[src/design/hssd_pkg.sv]
// Package: types, command codes, register indexes and the half-step coil table.
`timescale 1ns / 1ps

package hssd_pkg;

   localparam int POSITION_BITS_DEFAULT = 16;

   localparam int COMMAND_BITS = 2;
   localparam int LEVEL_BITS   = 8;
   localparam int SAMPLE_BITS  = 10;
   localparam int COILS_BITS   = 4;
   localparam int REPORT_BITS  = 16;

   localparam int SHIFT_BITS  = 4;
   localparam int THRESH_BITS = 10;
   localparam int JOG_BITS    = 16;
   localparam int CSR_INDEX_BITS = 2;
   localparam int CSR_DATA_BITS  = 16;

   localparam logic [COMMAND_BITS-1:0] CMD_TICK   = 2'd0;
   localparam logic [COMMAND_BITS-1:0] CMD_SET    = 2'd1;
   localparam logic [COMMAND_BITS-1:0] CMD_CLOSE  = 2'd2;
   localparam logic [COMMAND_BITS-1:0] CMD_SAMPLE = 2'd3;

   localparam logic [CSR_INDEX_BITS-1:0] CSR_SCALE_SHIFT     = 2'd0;
   localparam logic [CSR_INDEX_BITS-1:0] CSR_LARGE_THRESHOLD = 2'd1;
   localparam logic [CSR_INDEX_BITS-1:0] CSR_SMALL_THRESHOLD = 2'd2;
   localparam logic [CSR_INDEX_BITS-1:0] CSR_JOG_DISTANCE    = 2'd3;

   localparam logic [SHIFT_BITS-1:0]  SCALE_SHIFT_RESET     = 4'd5;
   localparam logic [THRESH_BITS-1:0] LARGE_THRESHOLD_RESET = 10'd500;
   localparam logic [THRESH_BITS-1:0] SMALL_THRESHOLD_RESET = 10'd100;
   localparam logic [JOG_BITS-1:0]    JOG_DISTANCE_RESET    = 16'd1024;

   typedef struct packed {
      logic [COMMAND_BITS-1:0] command;
      logic [LEVEL_BITS-1:0]   level;
      logic [SAMPLE_BITS-1:0]  sample;
   } req_item_type;

   typedef struct packed {
      logic [COILS_BITS-1:0]  coils;
      logic [REPORT_BITS-1:0] position;
      logic [REPORT_BITS-1:0] brightness;
      logic                   is_open;
      logic                   moving;
      logic                   report;
   } rsp_item_type;

   typedef struct packed {
      logic [SHIFT_BITS-1:0]  scale_shift;
      logic [THRESH_BITS-1:0] large_threshold;
      logic [THRESH_BITS-1:0] small_threshold;
      logic [JOG_BITS-1:0]    jog_distance;
   } cfg_type;

   // Eight-phase half-step sequence, indexed by position mod 8.
   function automatic logic [COILS_BITS-1:0] half_step_coils(input logic [2:0] phase);
      logic [COILS_BITS-1:0] pattern;
      unique case (phase)
         3'd0: pattern = 4'h1;
         3'd1: pattern = 4'h3;
         3'd2: pattern = 4'h2;
         3'd3: pattern = 4'h6;
         3'd4: pattern = 4'h4;
         3'd5: pattern = 4'hC;
         3'd6: pattern = 4'h8;
         3'd7: pattern = 4'h9;
         default: pattern = 4'h0;
      endcase
      return pattern;
   endfunction

endpackage

[src/design/hssd_csr.sv]
// Configuration registers written through the plain write port.
`timescale 1ns / 1ps

module hssd_csr (
   input  logic                                   clock,
   input  logic                                   reset,
   input  logic                                   csr_we,
   input  logic [hssd_pkg::CSR_INDEX_BITS-1:0]    csr_index,
   input  logic [hssd_pkg::CSR_DATA_BITS-1:0]     csr_wdata,
   output hssd_pkg::cfg_type                      cfg
);

   hssd_pkg::cfg_type cfg_ff;
   hssd_pkg::cfg_type cfg_in;

   always_comb begin
      cfg_in = cfg_ff;
      if (csr_we) begin
         unique case (csr_index)
            hssd_pkg::CSR_SCALE_SHIFT:
               cfg_in.scale_shift = csr_wdata[hssd_pkg::SHIFT_BITS-1:0];
            hssd_pkg::CSR_LARGE_THRESHOLD:
               cfg_in.large_threshold = csr_wdata[hssd_pkg::THRESH_BITS-1:0];
            hssd_pkg::CSR_SMALL_THRESHOLD:
               cfg_in.small_threshold = csr_wdata[hssd_pkg::THRESH_BITS-1:0];
            hssd_pkg::CSR_JOG_DISTANCE:
               cfg_in.jog_distance = csr_wdata[hssd_pkg::JOG_BITS-1:0];
            default: cfg_in = cfg_ff;
         endcase
      end
   end

   always_ff @(posedge clock) begin
      if (reset) begin
         cfg_ff.scale_shift     <= hssd_pkg::SCALE_SHIFT_RESET;
         cfg_ff.large_threshold <= hssd_pkg::LARGE_THRESHOLD_RESET;
         cfg_ff.small_threshold <= hssd_pkg::SMALL_THRESHOLD_RESET;
         cfg_ff.jog_distance    <= hssd_pkg::JOG_DISTANCE_RESET;
      end else begin
         cfg_ff <= cfg_in;
      end
   end

   assign cfg = cfg_ff;

endmodule

[src/design/hssd_datapath.sv]
// Combinational next state and result for one item.
`timescale 1ns / 1ps

module hssd_datapath #(
   parameter int POSITION_BITS = hssd_pkg::POSITION_BITS_DEFAULT
) (
   input  hssd_pkg::req_item_type                 item,
   input  hssd_pkg::cfg_type                      cfg,
   input  logic [POSITION_BITS-1:0]               step_cur,
   input  logic [POSITION_BITS-1:0]               target_cur,
   input  logic [hssd_pkg::SAMPLE_BITS-1:0]       last_sample_cur,
   input  logic                                   sample_seen_cur,
   output logic [POSITION_BITS-1:0]               step_next,
   output logic [POSITION_BITS-1:0]               target_next,
   output logic [hssd_pkg::SAMPLE_BITS-1:0]       last_sample_next,
   output logic                                   sample_seen_next,
   output hssd_pkg::rsp_item_type                 result
);

   localparam int SHIFT_MAX = (1 << hssd_pkg::SHIFT_BITS) - 1;
   localparam int SET_BITS  = hssd_pkg::LEVEL_BITS + SHIFT_MAX;
   localparam int WIDE_BITS = (POSITION_BITS > SET_BITS) ? POSITION_BITS : SET_BITS;
   localparam int JOG_SUM_BITS =
      ((POSITION_BITS > hssd_pkg::JOG_BITS) ? POSITION_BITS : hssd_pkg::JOG_BITS) + 1;
   localparam int DIFF_BITS = hssd_pkg::SAMPLE_BITS + 2;
   localparam int BRIGHT_BITS = POSITION_BITS + 1;

   localparam logic [POSITION_BITS-1:0] POS_MAX = {POSITION_BITS{1'b1}};
   localparam logic [BRIGHT_BITS-1:0] BRIGHT_MAX =
      BRIGHT_BITS'({hssd_pkg::REPORT_BITS{1'b1}});

   logic [WIDE_BITS-1:0]     set_wide;
   logic [POSITION_BITS-1:0] set_target;
   logic [JOG_SUM_BITS-1:0]  target_ext;
   logic [JOG_SUM_BITS-1:0]  jog_ext;
   logic [JOG_SUM_BITS-1:0]  up_sum;
   logic [POSITION_BITS-1:0] jog_up_target;
   logic [POSITION_BITS-1:0] jog_down_target;
   logic signed [DIFF_BITS-1:0] diff;
   logic signed [DIFF_BITS-1:0] large_s;
   logic signed [DIFF_BITS-1:0] small_s;
   logic [POSITION_BITS-1:0] frac_mask;
   logic [BRIGHT_BITS-1:0]   bright_raw;
   logic [hssd_pkg::COILS_BITS-1:0] coils;
   logic report;

   // Set level: level shifted by the scale, clamped to the top of the range.
   always_comb begin
      set_wide = WIDE_BITS'(item.level) << cfg.scale_shift;
      if (set_wide > WIDE_BITS'(POS_MAX)) begin
         set_target = POS_MAX;
      end else begin
         set_target = set_wide[POSITION_BITS-1:0];
      end
   end

   // Jog arithmetic with saturation at both ends of the position range.
   always_comb begin
      target_ext = JOG_SUM_BITS'(target_cur);
      jog_ext    = JOG_SUM_BITS'(cfg.jog_distance);
      up_sum     = target_ext + jog_ext;
      if (up_sum > JOG_SUM_BITS'(POS_MAX)) begin
         jog_up_target = POS_MAX;
      end else begin
         jog_up_target = up_sum[POSITION_BITS-1:0];
      end
      if (target_ext > jog_ext) begin
         jog_down_target = POSITION_BITS'(target_ext - jog_ext);
      end else begin
         jog_down_target = '0;
      end
   end

   assign diff    = $signed(DIFF_BITS'(item.sample)) - $signed(DIFF_BITS'(last_sample_cur));
   assign large_s = $signed(DIFF_BITS'(cfg.large_threshold));
   assign small_s = $signed(DIFF_BITS'(cfg.small_threshold));

   always_comb begin
      step_next        = step_cur;
      target_next      = target_cur;
      last_sample_next = last_sample_cur;
      sample_seen_next = sample_seen_cur;
      coils            = '0;
      report           = 1'b0;
      unique case (item.command)
         hssd_pkg::CMD_TICK: begin
            if (step_cur != target_cur) begin
               coils = hssd_pkg::half_step_coils(step_cur[2:0]);
               if (target_cur > step_cur) begin
                  step_next = step_cur + POSITION_BITS'(1);
               end else begin
                  step_next = step_cur - POSITION_BITS'(1);
               end
               report = (step_next == target_cur);
            end
         end
         hssd_pkg::CMD_SET: begin
            if (item.level != '0) begin
               target_next = set_target;
            end
            report = 1'b1;
         end
         hssd_pkg::CMD_CLOSE: begin
            target_next = '0;
            report      = 1'b1;
         end
         hssd_pkg::CMD_SAMPLE: begin
            last_sample_next = item.sample;
            sample_seen_next = 1'b1;
            // The first sample after reset only primes the comparison.
            if (sample_seen_cur) begin
               priority if (diff >= large_s) begin
                  target_next = jog_up_target;
                  report      = 1'b1;
               end else if (diff <= -large_s) begin
                  target_next = jog_down_target;
                  report      = 1'b1;
               end else if (diff <= -small_s) begin
                  target_next = jog_up_target;
                  report      = 1'b1;
               end else if (diff >= small_s) begin
                  target_next = jog_down_target;
                  report      = 1'b1;
               end
            end
         end
         default: report = 1'b0;
      endcase
   end

   // Brightness is the position over the scale, rounded up, at least one.
   always_comb begin
      frac_mask  = ~({POSITION_BITS{1'b1}} << cfg.scale_shift);
      bright_raw = BRIGHT_BITS'(step_next >> cfg.scale_shift)
                 + BRIGHT_BITS'(|(step_next & frac_mask));
      if (bright_raw == '0) begin
         bright_raw = BRIGHT_BITS'(1);
      end else if (bright_raw > BRIGHT_MAX) begin
         bright_raw = BRIGHT_MAX;
      end
   end

   always_comb begin
      result.coils      = coils;
      result.position   = hssd_pkg::REPORT_BITS'(step_next);
      result.brightness = hssd_pkg::REPORT_BITS'(bright_raw);
      result.is_open    = (step_next != '0);
      result.moving     = (step_next != target_next);
      result.report     = report;
   end

endmodule

[src/design/half_step_stepper_position_driver_core.sv]
// Top level of the half-step stepper position driver.
`timescale 1ns / 1ps
// An accepted item waits in the input register; its result enters the output register
// when that register is empty or being emptied. Throughput: one item per cycle while
// results are taken; position and target registers update in one pass.
// While a result waits, the input register takes one more item, then the input stalls.
// Reset (synchronous, active high) clears position, target, last sample, the sample
// flag and both valid bits, and loads the configuration defaults.

module half_step_stepper_position_driver_core #(
   parameter int POSITION_BITS = hssd_pkg::POSITION_BITS_DEFAULT
) (
   input  logic                                clock,
   input  logic                                reset,
   input  logic                                req_valid,
   output logic                                req_ready,
   input  hssd_pkg::req_item_type              req_data,
   output logic                                rsp_valid,
   input  logic                                rsp_ready,
   output hssd_pkg::rsp_item_type              rsp_data,
   input  logic                                csr_we,
   input  logic [hssd_pkg::CSR_INDEX_BITS-1:0] csr_index,
   input  logic [hssd_pkg::CSR_DATA_BITS-1:0]  csr_wdata
);

   hssd_pkg::cfg_type cfg;

   // Input register: holds the accepted item until the datapath consumes it.
   hssd_pkg::req_item_type req_ff;
   logic                   req_valid_ff;

   // Motor state, advanced once per item as it passes into the output register.
   logic [POSITION_BITS-1:0]         step_ff;
   logic [POSITION_BITS-1:0]         step_in;
   logic [POSITION_BITS-1:0]         target_ff;
   logic [POSITION_BITS-1:0]         target_in;
   logic [hssd_pkg::SAMPLE_BITS-1:0] last_sample_ff;
   logic [hssd_pkg::SAMPLE_BITS-1:0] last_sample_in;
   logic                             sample_seen_ff;
   logic                             sample_seen_in;

   // Output register.
   hssd_pkg::rsp_item_type rsp_ff;
   hssd_pkg::rsp_item_type rsp_in;
   logic                   rsp_valid_ff;

   logic advance;

   hssd_csr u_csr (
      .clock     (clock),
      .reset     (reset),
      .csr_we    (csr_we),
      .csr_index (csr_index),
      .csr_wdata (csr_wdata),
      .cfg       (cfg)
   );

   hssd_datapath #(
      .POSITION_BITS (POSITION_BITS)
   ) u_datapath (
      .item             (req_ff),
      .cfg              (cfg),
      .step_cur         (step_ff),
      .target_cur       (target_ff),
      .last_sample_cur  (last_sample_ff),
      .sample_seen_cur  (sample_seen_ff),
      .step_next        (step_in),
      .target_next      (target_in),
      .last_sample_next (last_sample_in),
      .sample_seen_next (sample_seen_in),
      .result           (rsp_in)
   );

   // The held item moves on when the output register is empty or being emptied.
   assign advance   = req_valid_ff && (!rsp_valid_ff || rsp_ready);
   // A new item is taken whenever the input register is free or moving on this cycle.
   assign req_ready = !req_valid_ff || advance;

   always_ff @(posedge clock) begin
      if (reset) begin
         req_valid_ff <= 1'b0;
      end else if (req_ready) begin
         req_valid_ff <= req_valid;
      end
   end

   always_ff @(posedge clock) begin
      if (req_ready && req_valid) begin
         req_ff <= req_data;
      end
   end

   always_ff @(posedge clock) begin
      if (reset) begin
         step_ff        <= '0;
         target_ff      <= '0;
         last_sample_ff <= '0;
         sample_seen_ff <= 1'b0;
      end else if (advance) begin
         step_ff        <= step_in;
         target_ff      <= target_in;
         last_sample_ff <= last_sample_in;
         sample_seen_ff <= sample_seen_in;
      end
   end

   always_ff @(posedge clock) begin
      if (reset) begin
         rsp_valid_ff <= 1'b0;
      end else if (advance) begin
         rsp_valid_ff <= 1'b1;
      end else if (rsp_ready) begin
         rsp_valid_ff <= 1'b0;
      end
   end

   always_ff @(posedge clock) begin
      if (advance) begin
         rsp_ff <= rsp_in;
      end
   end

   assign rsp_valid = rsp_valid_ff;
   assign rsp_data  = rsp_ff;

endmodule

[config.mk]
export PLATFORM = sky130hd
export DESIGN_NAME = half_step_stepper_position_driver_core
export DESIGN_NICKNAME = d
export VERILOG_FILES = /design/src/design/hssd_pkg.sv /design/src/design/hssd_csr.sv /design/src/design/hssd_datapath.sv /design/src/design/half_step_stepper_position_driver_core.sv
export SDC_FILE = /design/constraint.sdc
export NUM_CORES = 1
export LEC_CHECK = 0
export BUFFER_PORTS_ARGS = -buffer_cell sky130_fd_sc_hd__buf_2
export CAP_MARGIN = 15
export CORE_MARGIN = 4
export CORE_UTILIZATION = 35
export CTS_CLUSTER_DIAMETER = 50
export CTS_CLUSTER_SIZE = 12
export DETAILED_ROUTE_END_ITERATION = 16
export GPL_TIMING_DRIVEN = 1
export PLACE_DENSITY = 0.62
export SLEW_MARGIN = 20
export SYNTH_ARGS = -nofsm -noshare
export SYNTH_HDL_FRONTEND = slang
export SYNTH_SLANG_ARGS = --single-unit
[constraint.sdc]
create_clock -name clock -period 8.2 [get_ports clock]
set_clock_uncertainty 0.1 [all_clocks]
set_input_delay 0.82 -clock clock [delete_from_list [all_inputs] [get_ports clock]]
set_output_delay 0.82 -clock clock [all_outputs]
set_load 0.02 [all_outputs]
# Word level (Yosys, flattened, before mapping)

Memory sizes are Yosys's and may differ from the RTL's. A register that Yosys moved wholly into a read port is not among the register bits.
Cells that the tools add are included.

Add/subtract/negate cells: 8
Order comparisons: 9
Eq/ne operators: 9
Shift operators: 3
Muxes and demuxes: 25
Bitwise operators: 2
Reductions and logical operators: 22

Operators with widths:

| operator                                                         | number |
|---|---|
| two-way mux 16 bit                                               | 15 |
| one-hot mux 16 bit (3 select lines)                              | 1 |
| greater-than comparator 17 x 16 -> 1 bit (second input constant) | 2 |
| greater-than comparator 16 bit                                   | 2 |
| != test 16 bit                                                   | 2 |
| >= comparator 12 x 11 -> 1 bit                                   | 2 |
| <= comparator 12 bit                                             | 2 |
| negator 10 -> 12 bit                                             | 2 |
| greater-than comparator 23 x 16 -> 1 bit (second input constant) | 1 |
| << shifter 8 x 4 -> 23 bit                                       | 1 |
| adder 16 x 16 -> 17 bit                                          | 1 |
| adder 17 x 1 -> 17 bit                                           | 1 |
| zero test 17 bit                                                 | 1 |
| >> shifter 16 x 4 -> 17 bit                                      | 1 |
| adder 16 x 1 -> 16 bit (second input constant)                   | 1 |
| bitwise AND 16 bit                                               | 1 |
| == test 16 bit                                                   | 1 |
| NOT 16 bit                                                       | 1 |
| nonzero test 16 bit                                              | 1 |
| OR reduction 16 bit                                              | 1 |
| << shifter 16 x 4 -> 16 bit (first input constant)               | 1 |
| subtractor 16 x 1 -> 16 bit (second input constant)              | 1 |
| subtractor 16 bit                                                | 1 |
| AND reduction 2 bit                                              | 6 |
| other kinds (12)                                                 | 29 |

Flip-flop bits (word level): 140
Bits in read-only memories: 32
Bits of input ports: 43
Output and inout port bits: 41
Memories kept: 1

Memories:

| name             | words | bits a word | read ports | clocked after memory_dff | wr ports | line           | text |
|---|---|---|---|---|---|---|---|
| (name not given) | 8     | 4           | 1          | 1                        | 0        | hssd_pkg.sv:60 | `unique case (phase)` |

# Logic depth before layout (Yosys ltp)

Gate-level depths: netlist of run 1.

Depth after elaboration: 11
Mapped depth: 29
Depth with buffers taken out: 27

# By module

Synthesis of run 1 repeated with hierarchy kept, for this count alone.

Cell total of the unflattened synthesis: 1720
Area, all modules: 14143.6 sq um

By module, submodules not included:

| module                                 | instances | cells each | area an instance (sq um) | sequential area each (sq um) |
|---|---|---|---|---|
| hssd_datapath                          | 1         | 1304       | 8715.9                   | 0.0 |
| half_step_stepper_position_driver_core | 1         | 255        | 3779.9                   | 2672.6 |
| hssd_csr                               | 1         | 161        | 1647.8                   | 800.8 |

# Worst setup path before layout of run 1

No wires, ideal clock.

Path kind: reg2reg
Start point: register step_ff[1]
End point: register rsp_ff (netlist bit rsp_data[3]) (data pin)
Arrival: 6.068 ns
Data required time: 7.841 ns
Setup slack: 1.774 ns
Cell stages (with the launch flop): 27
Path buffers: 0
Period minus slack after synthesis: 6.426 ns
Path through: dfxtp_1 -> inv_1 -> ha_1 -> nor2b_1 -> o211ai_1 -> a2111o_1 -> a31oi_4 -> inv_1 -> fa_1 -> a211oi_2 -> o21ai_2 -> a41oi_1 -> xor2_1 -> o21ai_1 -> nand2b_1 -> a21oi_1 -> a21oi_1 -> o32ai_1 -> o221ai_1 -> ha_1 -> o21a_1 -> o21ai_0 -> nor4_1 -> a21oi_1 -> o211ai_1 -> nor4_1 -> a211o_1

RTL lines:

| element                | line                                          | text |
|---|---|---|
| from (decl)            | half_step_stepper_position_driver_core.sv:33  | `logic [POSITION_BITS-1:0] step_ff;` |
| from (signal assigned) | half_step_stepper_position_driver_core.sv:100 | `step_ff <= step_in;` |
| to (signal assigned)   | half_step_stepper_position_driver_core.sv:119 | `rsp_ff <= rsp_in;` |
| to (decl)              | half_step_stepper_position_driver_core.sv:43  | `hssd_pkg::rsp_item_type rsp_ff;` |

# Final worst setup path of run 1

Start point: register step_ff[1]
End point: register rsp_ff (netlist bit rsp_data[3]) (data pin)

Longest elaborated chain between the ends: 11

Ends and longest elaborated chain:

| element                                                                      | line                                       | text |
|---|---|---|
| subtractor 16 x 1 -> 16 bit, or another cell as far along                    | hssd_datapath.sv:92                        | `step_next = step_cur - POSITION_BITS'(1);` |
| two-way mux 16 bit                                                           | hssd_datapath.sv:89                        | `if (target_cur > step_cur) begin` |
| two-way mux 16 bit                                                           | hssd_datapath.sv:87                        | `if (step_cur != target_cur) begin` |
| two-way mux 16 bit                                                           | hssd_datapath.sv:85                        | `unique case (item.command)` |
| two-way mux 16 bit                                                           | hssd_datapath.sv:87                        |  |
| two-way mux 16 bit *                                                         | hssd_datapath.sv:85                        |  |
| bitwise AND 16 bit                                                           | hssd_datapath.sv:135                       | `+ BRIGHT_BITS'(\|(step_next & frac_mask));` |
| OR reduction 16 bit                                                          | hssd_datapath.sv:135                       |  |
| adder 17 x 1 -> 17 bit *                                                     | hssd_datapath.sv:135                       |  |
| greater-than comparator 17 x 16 -> 1 bit or zero test 17 bit (tied branches) | hssd_datapath.sv:138, hssd_datapath.sv:136 |  |
| OR reduction 2 bit (no source line)                                          | --                                         |  |

Every way passes the cells marked *; elsewhere a longest branch is shown, timed or not. The select of a mux whose other input is x is not followed.
A chain may end at the register's enable or synchronous reset.

==> flow_summary.json, run 1 <==
{
  "cp_slowest_cell": "ha_1",
  "grt_overflow": 0,
  "wirelength_um": 50400,
  "cts_tree": "built",
  "cts_hold_buf": 0,
  "syn_to_final_growth_pct": 9.79,
  "clock_latency_ps": 460,
  "start_util_pct": 35.6,
  "routedWlPerCell_um": 21.1,
  "rsz0062_at_grt": "no",
  "drtIter0Drc": 1486,
  "leakagePower_nw": 6.36,
  "synth_top_area_share_pct": 12.4,
  "gp_congestion": 1.01,
  "startpoint_type": "flip-flop",
  "io_pins": 84,
  "yosysWarnings": 0,
  "final_core_util_pct": 39.1,
  "min_from": "last_sample_ff[2]",
  "drive_gt1_share_pct": 12.2,
  "chipHeight_um": 210,
  "synth_edf_count": 59,
  "track_usage_pct": 22.2,
  "power_frac_comb_pct": 48.0,
  "first_pass_iters": 6,
  "synthTopCellsByArea": "edfxtp_1 12%, dfxtp_1 12%, ha_1 11%",
  "tns_ps": 0,
  "fp.dieW_um": 210,
  "cp.required_ps": 8430,
  "critical_path_class": "flip-flop to flip-flop",
  "slew_headroom_pct": 21.6,
  "critical_path_arrival_ps": 7850,
  "setup_violations": 0,
  "yosysTopAreaCell": "edfxtp_1",
  "yosysMostFrequentCell": "nand2_1",
  "fin_cells": 2384,
  "hold_violations": 0,
  "final_area_mm2": 0.0156,
  "dp_hpwl_um": 39000,
  "hp-class": "flip-flop to flip-flop",
  "p_switching_w": 0.00131,
  "dpl_cell_area_mm2": 0.0151,
  "avgViaCountPerCell": 5.94,
  "nets": 2015,
  "max_freq_mhz": 131,
  "reg2reg_depth": 25,
  "postRouteAntennaNets": 0,
  "cts_sinks": 144,
  "grt_antenna_before_repair": 0,
  "pwr-share-seq_pct": 27.2,
  "syn-instance-count": 1804,
  "p_int_w": 0.00176,
  "row_count": 73,
  "core_region_area_mm2": 0.0400,
  "cts_buffers": 17,
  "vias": 14200,
  "grt_pass1_vias": 13400,
  "clkTransAtPathRegs_ps": 60,
  "grt_max_degree": 86,
  "seq_area_frac_synth_pct": 24.4,
  "ir_worst_vdd_mv": 0.150,
  "timing.rr.start": "step_ff[1]",
  "clock_path_buffers": 2,
  "ys_ff_latch": 144,
  "place_inst": 2352,
  "crit_path_end_kind": "flip-flop",
  "powerDensity_mw_per_mm2": 197,
  "reg2reg_to": "rsp_data[3]",
  "die_area_mm2": 0.0440,
  "grt_pass1_wl_um": 76900,
  "cap_violations": 0,
  "synth_area_mm2": 0.0142,
  "holdWs_ps": 358,
  "syn-num-nets": 1973,
  "p_clk_share_pct": 24.8,
  "worst-path-max-fanout": 15,
  "synth_common_cells": "223 x nand2_1, 173 x nor2_1, 138 x a21oi_1",
  "status": "finished, final reports clean",
  "n_antenna_cell": 0,
  "slowest_delay_ps": 510,
  "reg2reg_slack_ps": 580,
  "ys_types": 110,
  "slew_viol_final": 0,
  "ys.flop_type": "dfxtp_1",
  "ctsRootBufferMaster": "clkbuf_16",
  "swShare_pct": 42.6,
  "crit_path_frequent_cell": "ha_1",
  "async_flop_share_pct": 0,
  "h-tree-depth": 4,
  "fin_crit_ps": 7620,
  "min_to": "last_sample_ff[2]",
  "drc": 0,
  "worst_pin_slew_ps": 1160,
  "worst_hold_path.num_cells": 2,
  "io_buffers": 83,
  "filler_cell_count": 4146,
  "finalCritPeriodShare_pct": 93.0,
  "synth.avg_cell_area_um2": 7.89
}
-- area by class of cell --
class | instances | area, µm² | share of cell area [%]
Multi-Input combinational cell | 1439 | 9780 | 62.5
Clock inverter | 13 | 110 | 0.704
Sequential cell | 144 | 3480 | 22.2
Tap cell | 525 | 657 | 4.20
Clock buffer | 19 | 454 | 2.90
Inverter | 124 | 468 | 2.99
Timing Repair Buffer | 120 | 693 | 4.43
-- layout by cell type (no fill, tap or decap), drive strengths merged, types with 11 or more instances in the layout --
cell type,instances
nand2,223
nor2,174
a21oi,141
inv,124
ha,122
buf,120
o21ai,87
dfxtp,85
xnor2,69
edfxtp,59
nor3,52
a211oi,49
nand3,34
xor2,27
o21a,26
a21o,24
nand4,24
nand2b,23
nor4,22
a31oi,22
a211o,20
clkbuf,19
o211ai,18
nor2b,16
mux2i,15
and2,14
a22oi,13
a221oi,12
o221ai,11
clkinv,11
-- power groups by stage --
| stage | clock (W) | sequential, W | combinational [W] |
|---|---|---|---|
| final | 0.000764 | 0.000836 | 0.00148 |
| after global routing | 0.000812 | 0.000841 | 0.00159 |
| after CTS | 0.000781 | 0.000836 | 0.00144 |
| after detailed placement | 0 | 0.000851 | 0.00143 |
| after global placement | 0 | 0.000850 | 0.00142 |
| after floorplan | 0 | 0.000863 | 0.00107 |
-- kinds of logic after synthesis --
kind of cell | share of synthesized area, %
adders and majority gates | 11.4
muxes | 2.56
buffers and inverters | 7.02
xor gates and xnor gates | 5.96
DFF | 24.4
and+or+nand+nor | 21.2
AOI/OAI and AO/OA | 27.6
-- per-stage QoR --
step	worst slack [ps]	total power, W
3_3_place_gp	711	0.00227
4_1_cts	459	0.00306
2_1_floorplan	1770	0.00193
6_report	577	0.00308
3_5_place_dp	480	0.00229
5_1_grt	138	0.00324
-- worst max path at each step --
| stage | from | end | depth (start not counted) |
|---|---|---|---|
| 4_1_cts | step_ff[15] | rsp_data[3] | 25 |
| 3_3_place_gp | step_ff[15] | rsp_data[3] | 24 |
| 2_1_floorplan | step_ff[1] | rsp_data[3] | 26 |
| 3_5_place_dp | step_ff[15] | rsp_data[3] | 25 |
| 5_1_grt | step_ff[15] | rsp_data[3] | 24 |
| 6_report | step_ff[1] | rsp_data[3] | 25 |
-- worst max-delay path: cells and delay by family, from the launching register on --
kind / cells / cell delay (ps)
AOI/OAI and AO/OA: 13 / 3490
xor gates and xnor gates: 1 / 280
adders and majority gates: 4 / 1340
buffers and inverters: 2 / 570
DFF: 1 / 490
and+or+nand+nor: 5 / 1210
-- sequential cells by signal, summed over array words and instances (netlist names) --
signal and flops:
u_csr.cfg 40, rsp_data 39, req_ff 20, step_ff 16, target_ff 16, last_sample_ff 10, req_valid_ff 1, rsp_valid 1
sample_seen_ff 1
-- per-layer routing --
layer | global-route usage, % | vias up | share of wire (%)
li1 | - | 6696 | -
met1 | 28.9 | 6728 | 43
met2 | 36.2 | 621 | 46
met3 | 4.42 | 116 | 7.7
met4 | 8.71 | 0 | 3.9
met5 | 0 | - | 0
-- repair_timing --
item	in CTS	in global routing
gates resized for setup	0	2
buffers inserted	0	0
hold endpoints to repair	0	0
endpoints found under the setup margin	0	10
Power figures use the tool's default switching activity.
==> run 2: changes to the inputs <==
--- a/config.mk
+++ b/config.mk
@@ -9,2 +9,3 @@
 export CAP_MARGIN = 15
+export CORE_ASPECT_RATIO = 0.5
 export CORE_MARGIN = 4
==> constraint.sdc (replaced) <==
create_clock -name clock -period 8.4 [get_ports clock]
set_clock_uncertainty 0.1 [all_clocks]
set_input_delay 0 -clock clock [delete_from_list [all_inputs] [get_ports clock]]
set_output_delay 0 -clock clock [all_outputs]
set_load 0.02 [all_outputs]
==> run 2 against run 1 <==
Compared with the run above: power is 0.55% lower; hold slack worse by 330 ps; count of clock-buffer cells in the layout is 2 lower; final area is 3.0% higher; largest cell class unchanged; first-iteration DRC count is 1.1% higher; die area is 0.44% higher; utilization is 1.7 points higher; fmax is 3.2% lower.
==> flow_summary.json, run 2 (synthesis gave the netlist of run 1 again) <==
{
  "status": "finished, final reports clean",
  "postRouteAntennaNets": 0,
  "drtIter0Drc": 1503,
  "rsz0062_at_grt": "no",
  "p_int_w": 0.00173,
  "p_clk_share_pct": 26.0,
  "fin_crit_ps": 7880,
  "worst-path-max-fanout": 16,
  "tns_ps": 0,
  "crit_path_end_kind": "flip-flop",
  "cts_buffers": 17,
  "power_frac_comb_pct": 47.3,
  "drive_gt1_share_pct": 11.9,
  "reg2reg_slack_ps": 520,
  "first_pass_iters": 6,
  "gp_congestion": 0.986,
  "ir_worst_vdd_mv": 0.140,
  "start_util_pct": 36.1,
  "fp.dieW_um": 293,
  "max_freq_mhz": 127,
  "final_cell_mix": "223 x nand2_1, 172 x nor2_1, 138 x a21oi_1, 122 x ha_1, 120 x inv_1",
  "filler_cell_count": 3956,
  "io_buffers": 83,
  "cp.depth": 24,
  "startpoint_type": "flip-flop",
  "cp_num_buf_inv": 3,
  "crit_chain": "inv_1, ha_1, nand4_4, a2111o_1, a31oi_4, inv_1, ha_1, a21oi_1, o21ai_2, a221oi_2, xnor2_1, a21boi_4, nand2b_1, a21oi_1, a21oi_1, o32ai_1, o221ai_1, ha_1, ha_1, and3_1, and4b_2, nand3_1, inv_1, a211o_1",
  "clock_path_buffers": 2,
  "syn_to_final_growth_pct": 13.1,
  "cp.required_ps": 8510,
  "largest_reg_flops": 40,
  "reg2reg_to": "rsp_data[3]",
  "startpoint": "step_ff[15]",
  "routedWlPerCell_um": 20.3,
  "cts_sinks": 144,
  "worst_pin_slew_ps": 1030,
  "nets": 2057,
  "dp_hpwl_um": 37700,
  "regArea_mm2": 0.00348,
  "critical_path_arrival_ps": 7980,
  "ctsRootBufferMaster": "clkbuf_16",
  "wirelength_um": 49500,
  "p_switching_w": 0.00133,
  "clock_latency_ps": 460,
  "cts_tree": "built",
  "n_antenna_cell": 0,
  "cp_slowest_cell": "dfxtp_1",
  "critical_path_class": "flip-flop to flip-flop",
  "io_pins": 84,
  "core_region_area_mm2": 0.0395,
  "crit_path_frequent_cell": "ha_1",
  "row_count": 51,
  "leakagePower_nw": 6.54,
  "slew_viol_final": 0,
  "clkTransAtPathRegs_ps": 70,
  "h-tree-depth": 4,
  "grt_pass1_wl_um": 76800,
  "slowest_delay_ps": 640,
  "pwr-share-seq_pct": 26.7,
  "vias": 14300,
  "hp-class": "input pin to flip-flop",
  "slew_headroom_pct": 31.6,
  "chipHeight_um": 151,
  "swShare_pct": 43.4,
  "endpoint": "rsp_data[3]",
  "reg2reg_depth": 24,
  "final_common_cell": "nand2_1",
  "grt_antenna_before_repair": 2,
  "grt_overflow": 0,
  "hold_violations": 0,
  "die_area_mm2": 0.0442,
  "crit_family": "compound AO/OA/AOI/OAI gates",
  "cap_violations": 0,
  "finalCritPeriodShare_pct": 93.8,
  "timing.rr.start": "step_ff[15]",
  "track_usage_pct": 22.0,
  "grt_pass1_vias": 13500,
  "powerDensity_mw_per_mm2": 190,
  "setup_violations": 0,
  "drc": 0,
  "holdWs_ps": 24.1,
  "multi_input_area_mm2": 0.00978,
  "avgViaCountPerCell": 5.87,
  "grt_max_degree": 86
}
==> run 2: changes by cell type in the layout (fill, tap and decap cells not counted), moves of 2 or more <==
cell / previous run / this run
dlygate4sd3_1: 0 / 44
clkinv_2: 7 / 2
inv_8: 0 / 4
buf_4: 37 / 35
==> run 2: power by group through the flow <==
| stage | Sequential (W) | Combinational, W | Clock, W |
|---|---|---|---|
| after global placement | 0.000831 | 0.00139 | 0 |
| after floorplan | 0.000843 | 0.00104 | 0 |
| final | 0.000815 | 0.00145 | 0.000796 |
| after CTS | 0.000815 | 0.00141 | 0.000809 |
| after detailed placement | 0.000831 | 0.00139 | 0 |
| after global routing | 0.000820 | 0.00157 | 0.000834 |
==> run 2: stage by stage <==
step / cells / setup slack (ps) / utilization (%) / total power (W) / cell area [µm²]
final: 2431 / 524 / 40.8 / 0.00306 / 16100
after global routing: 2431 / 39.1 / 40.8 / 0.00323 / 16100
after CTS: 2431 / 524 / 40.7 / 0.00304 / 16100
after detailed placement: 2355 / 550 / 38.1 / 0.00222 / 15100
after global placement: 2355 / 863 / 38.1 / 0.00222 / 15100
after floorplan: 1804 / 1970 / - / 0.00188 / 14200
==> run 2: routing by layer <==
layer  vias up  routed length (µm)  global-route usage, %
met3       118                4280                   5.00
met1      6719               22100                   30.0
met5         -                  27                      0
li1       6795                   -                      -
met2       629               21600                   34.7
met4         4                1460                   7.23
==> run 2: worst min path at each step <==
stage,slack (ps),startpoint,to,cells after the start
floorplan,-1,req_data[0],req_ff[0],0
finish,20,csr_index[1],u_csr.cfg[36],5
global route,50,csr_index[1],u_csr.cfg[38],5
CTS,7,csr_index[1],u_csr.cfg[36],5
global placement,80,req_data[0],req_ff[0],1
detailed placement,80,req_data[5],req_ff[5],1
==> run 2: worst min-delay path, stage by stage <==
cell     delay, ps
buf_2          130
nor3b_1         60
buf_4          170
nor2_1          90
a211o_1        100
==> run 2: cell type report <==
class	instances	share of cell area [%]
multi-input cells	1439	60.8
clock inverters	15	1.04
inverters	124	2.91
well taps	530	4.12
flip-flops and latches	144	21.6
clock buffers	17	2.64
repair buffers	162	6.95
==> run 2: what timing repair did <==
| item | in CTS | in global routing |
|---|---|---|
| setup buffers | 0 | 0 |
| setup endpoints to repair | 0 | 1 |
| hold buffers | 44 | 0 |
| resized for setup | 0 | 3 |
| endpoints found under the hold margin | 62 | 0 |
==> run 3: changes to the inputs <==
- ABC_CLOCK_PERIOD_IN_PS: unset -> 8400
- PLACE_DENSITY: 0.62 -> 0.56
==> run 3 against run 2 <==
Compared with the run above: sequential power is essentially flat; hold slack gained 130 ps; power shrank 1.3%; critical path type unchanged; first-iteration DRC count grew 7.7%; setup slack lost 60 ps; die area is the same; count of clock-buffer cells in the layout grew 2; combinational power is essentially flat; fmax shrank 0.76%; flip-flop and latch count is the same; clock power shrank 5.2%; global-route usage grew 0.76 points.
==> flow_summary.json, run 3 (synthesis gave the netlist of run 1 again) <==
{
  "status": "finished, final reports clean",
  "clock_latency_ps": 460,
  "crit_path_frequent_cell": "ha_1",
  "drive_gt1_share_pct": 11.7,
  "first_pass_iters": 6,
  "highest_layer": "met4",
  "critical_path_arrival_ps": 8170,
  "drtIter0Drc": 1618,
  "leakagePower_nw": 6.52,
  "wl_met1_um": 23300,
  "grt_max_degree": 86,
  "worst-path-max-fanout": 15,
  "fp.dieW_um": 293,
  "track_usage_pct": 22.8,
  "post_cts_resized": 0,
  "vias": 14200,
  "wirelength_um": 51000,
  "cts_buffers": 17,
  "grt_pass1_wl_um": 78600,
  "gp_congestion": 0.958,
  "powerDensity_mw_per_mm2": 188,
  "cp_slowest_cell": "dfxtp_1",
  "final_common_cell": "nand2_1",
  "ir_worst_vdd_mv": 0.140,
  "largest_reg_flops": 40,
  "finalCritPeriodShare_pct": 94.5,
  "wl_met2_um": 22100,
  "slew_viol_final": 0,
  "core_region_area_mm2": 0.0395,
  "cts_tree": "built",
  "clkTransAtPathRegs_ps": 70,
  "wl_met3_um": 4170,
  "filler_cell_count": 4084,
  "hp-class": "input pin to flip-flop",
  "row_count": 51,
  "startpoint_type": "flip-flop",
  "io_pins": 84,
  "cp.required_ps": 8630,
  "drc": 0,
  "syn_to_final_growth_pct": 12.9,
  "avgViaCountPerCell": 5.83,
  "n_antenna_cell": 0,
  "grt_overflow": 0,
  "dp_hpwl_um": 38200,
  "p_total_w": 0.00302,
  "h-tree-depth": 4,
  "clock_path_buffers": 2,
  "grt_pass1_vias": 13300,
  "final_cell_mix": "223 x nand2_1, 173 x nor2_1, 138 x a21oi_1, 122 x ha_1, 120 x inv_1",
  "setup_violations": 0,
  "chipHeight_um": 151,
  "routedWlPerCell_um": 20.9,
  "slowest_delay_ps": 620,
  "ctsRootBufferMaster": "clkbuf_16",
  "tns_ps": 0,
  "start_util_pct": 36.1,
  "grt_antenna_before_repair": 0,
  "hold_violations": 0,
  "cap_violations": 0,
  "critical_path_class": "flip-flop to flip-flop",
  "fin_crit_ps": 7940,
  "rsz0062_at_grt": "no",
  "crit_path_end_kind": "flip-flop",
  "io_buffers": 83,
  "max_freq_mhz": 126,
  "nets": 2061,
  "cts_sinks": 144,
  "die_area_mm2": 0.0442,
  "worst_pin_slew_ps": 1040,
  "postRouteAntennaNets": 0,
  "slew_headroom_pct": 30.4
}
run 3: cell count changes in the layout (fill, tap and decap cells not counted), moves of 2 or more:
cell / delta
buf_4: +3
clkbuf_1: +2
clkinv_1: +2
clkinv_2: +2
clkinv_4: -2
clkinvlp_4: +2
inv_8: -4
run 3: final timing paths:
kind | startpoint | to | slack (ps) | depth (start not counted)
max | step_ff[15] | rsp_data[3] | 460 | 25
min | req_data[19] | req_ff[19] | 150 | 2
max reg2reg | step_ff[15] | rsp_data[3] | 460 | 25
min reg2reg | last_sample_ff[3] | last_sample_ff[3] | 360 | 2
run 3: layer usage:
layer	up-vias	track usage, %
met3	98	4.79
met4	0	7.60
met5	-	0
met1	6720	31.3
met2	582	35.8
li1	6808	-
run 3: per-stage QoR:
step	std cells	setup slack (ps)	cell area (µm²)	hold WS (ps)	utilization [%]
after floorplan	1804	1970	14200	-1.13	-
after global placement	2358	968	15100	76.9	38.2
after detailed placement	2358	658	15100	78.2	38.2
after CTS	2435	620	16100	129	40.7
after global routing	2435	25.2	16100	142	40.7
final	2435	464	16100	151	40.7
run 3: repair_timing:
| item | CTS | global route |
|---|---|---|
| endpoints found under the hold margin | 62 | 0 |
| hold buffers | 45 | 0 |
| buffers inserted | 0 | 0 |
run 3: area by class of cell:
type	instances	area [µm²]	area share, %
well taps	530	663	4.13
repair buffers	166	1150	7.16
clock buffers	19	433	2.69
multi-input cells	1439	9770	60.8
flip-flops and latches	144	3480	21.6
clock inverters	13	113	0.701
inverters	124	468	2.91
run 3: critical path: cells and delay by family, from the launching register on:
family / cells / cell delay [ps]
adder cells (fa/ha/maj): 4 / 1510
AO/OA/AOI/OAI: 12 / 2890
buffers and inverters: 3 / 860
flip-flops: 1 / 620
AND/OR/NAND/NOR: 6 / 1790
run 3: power breakdown:
part           internal, W  switching, W
Sequential        0.000781     0.0000351
Combinational     0.000529      0.000920
Clock             0.000407      0.000348
Total              0.00172       0.00130
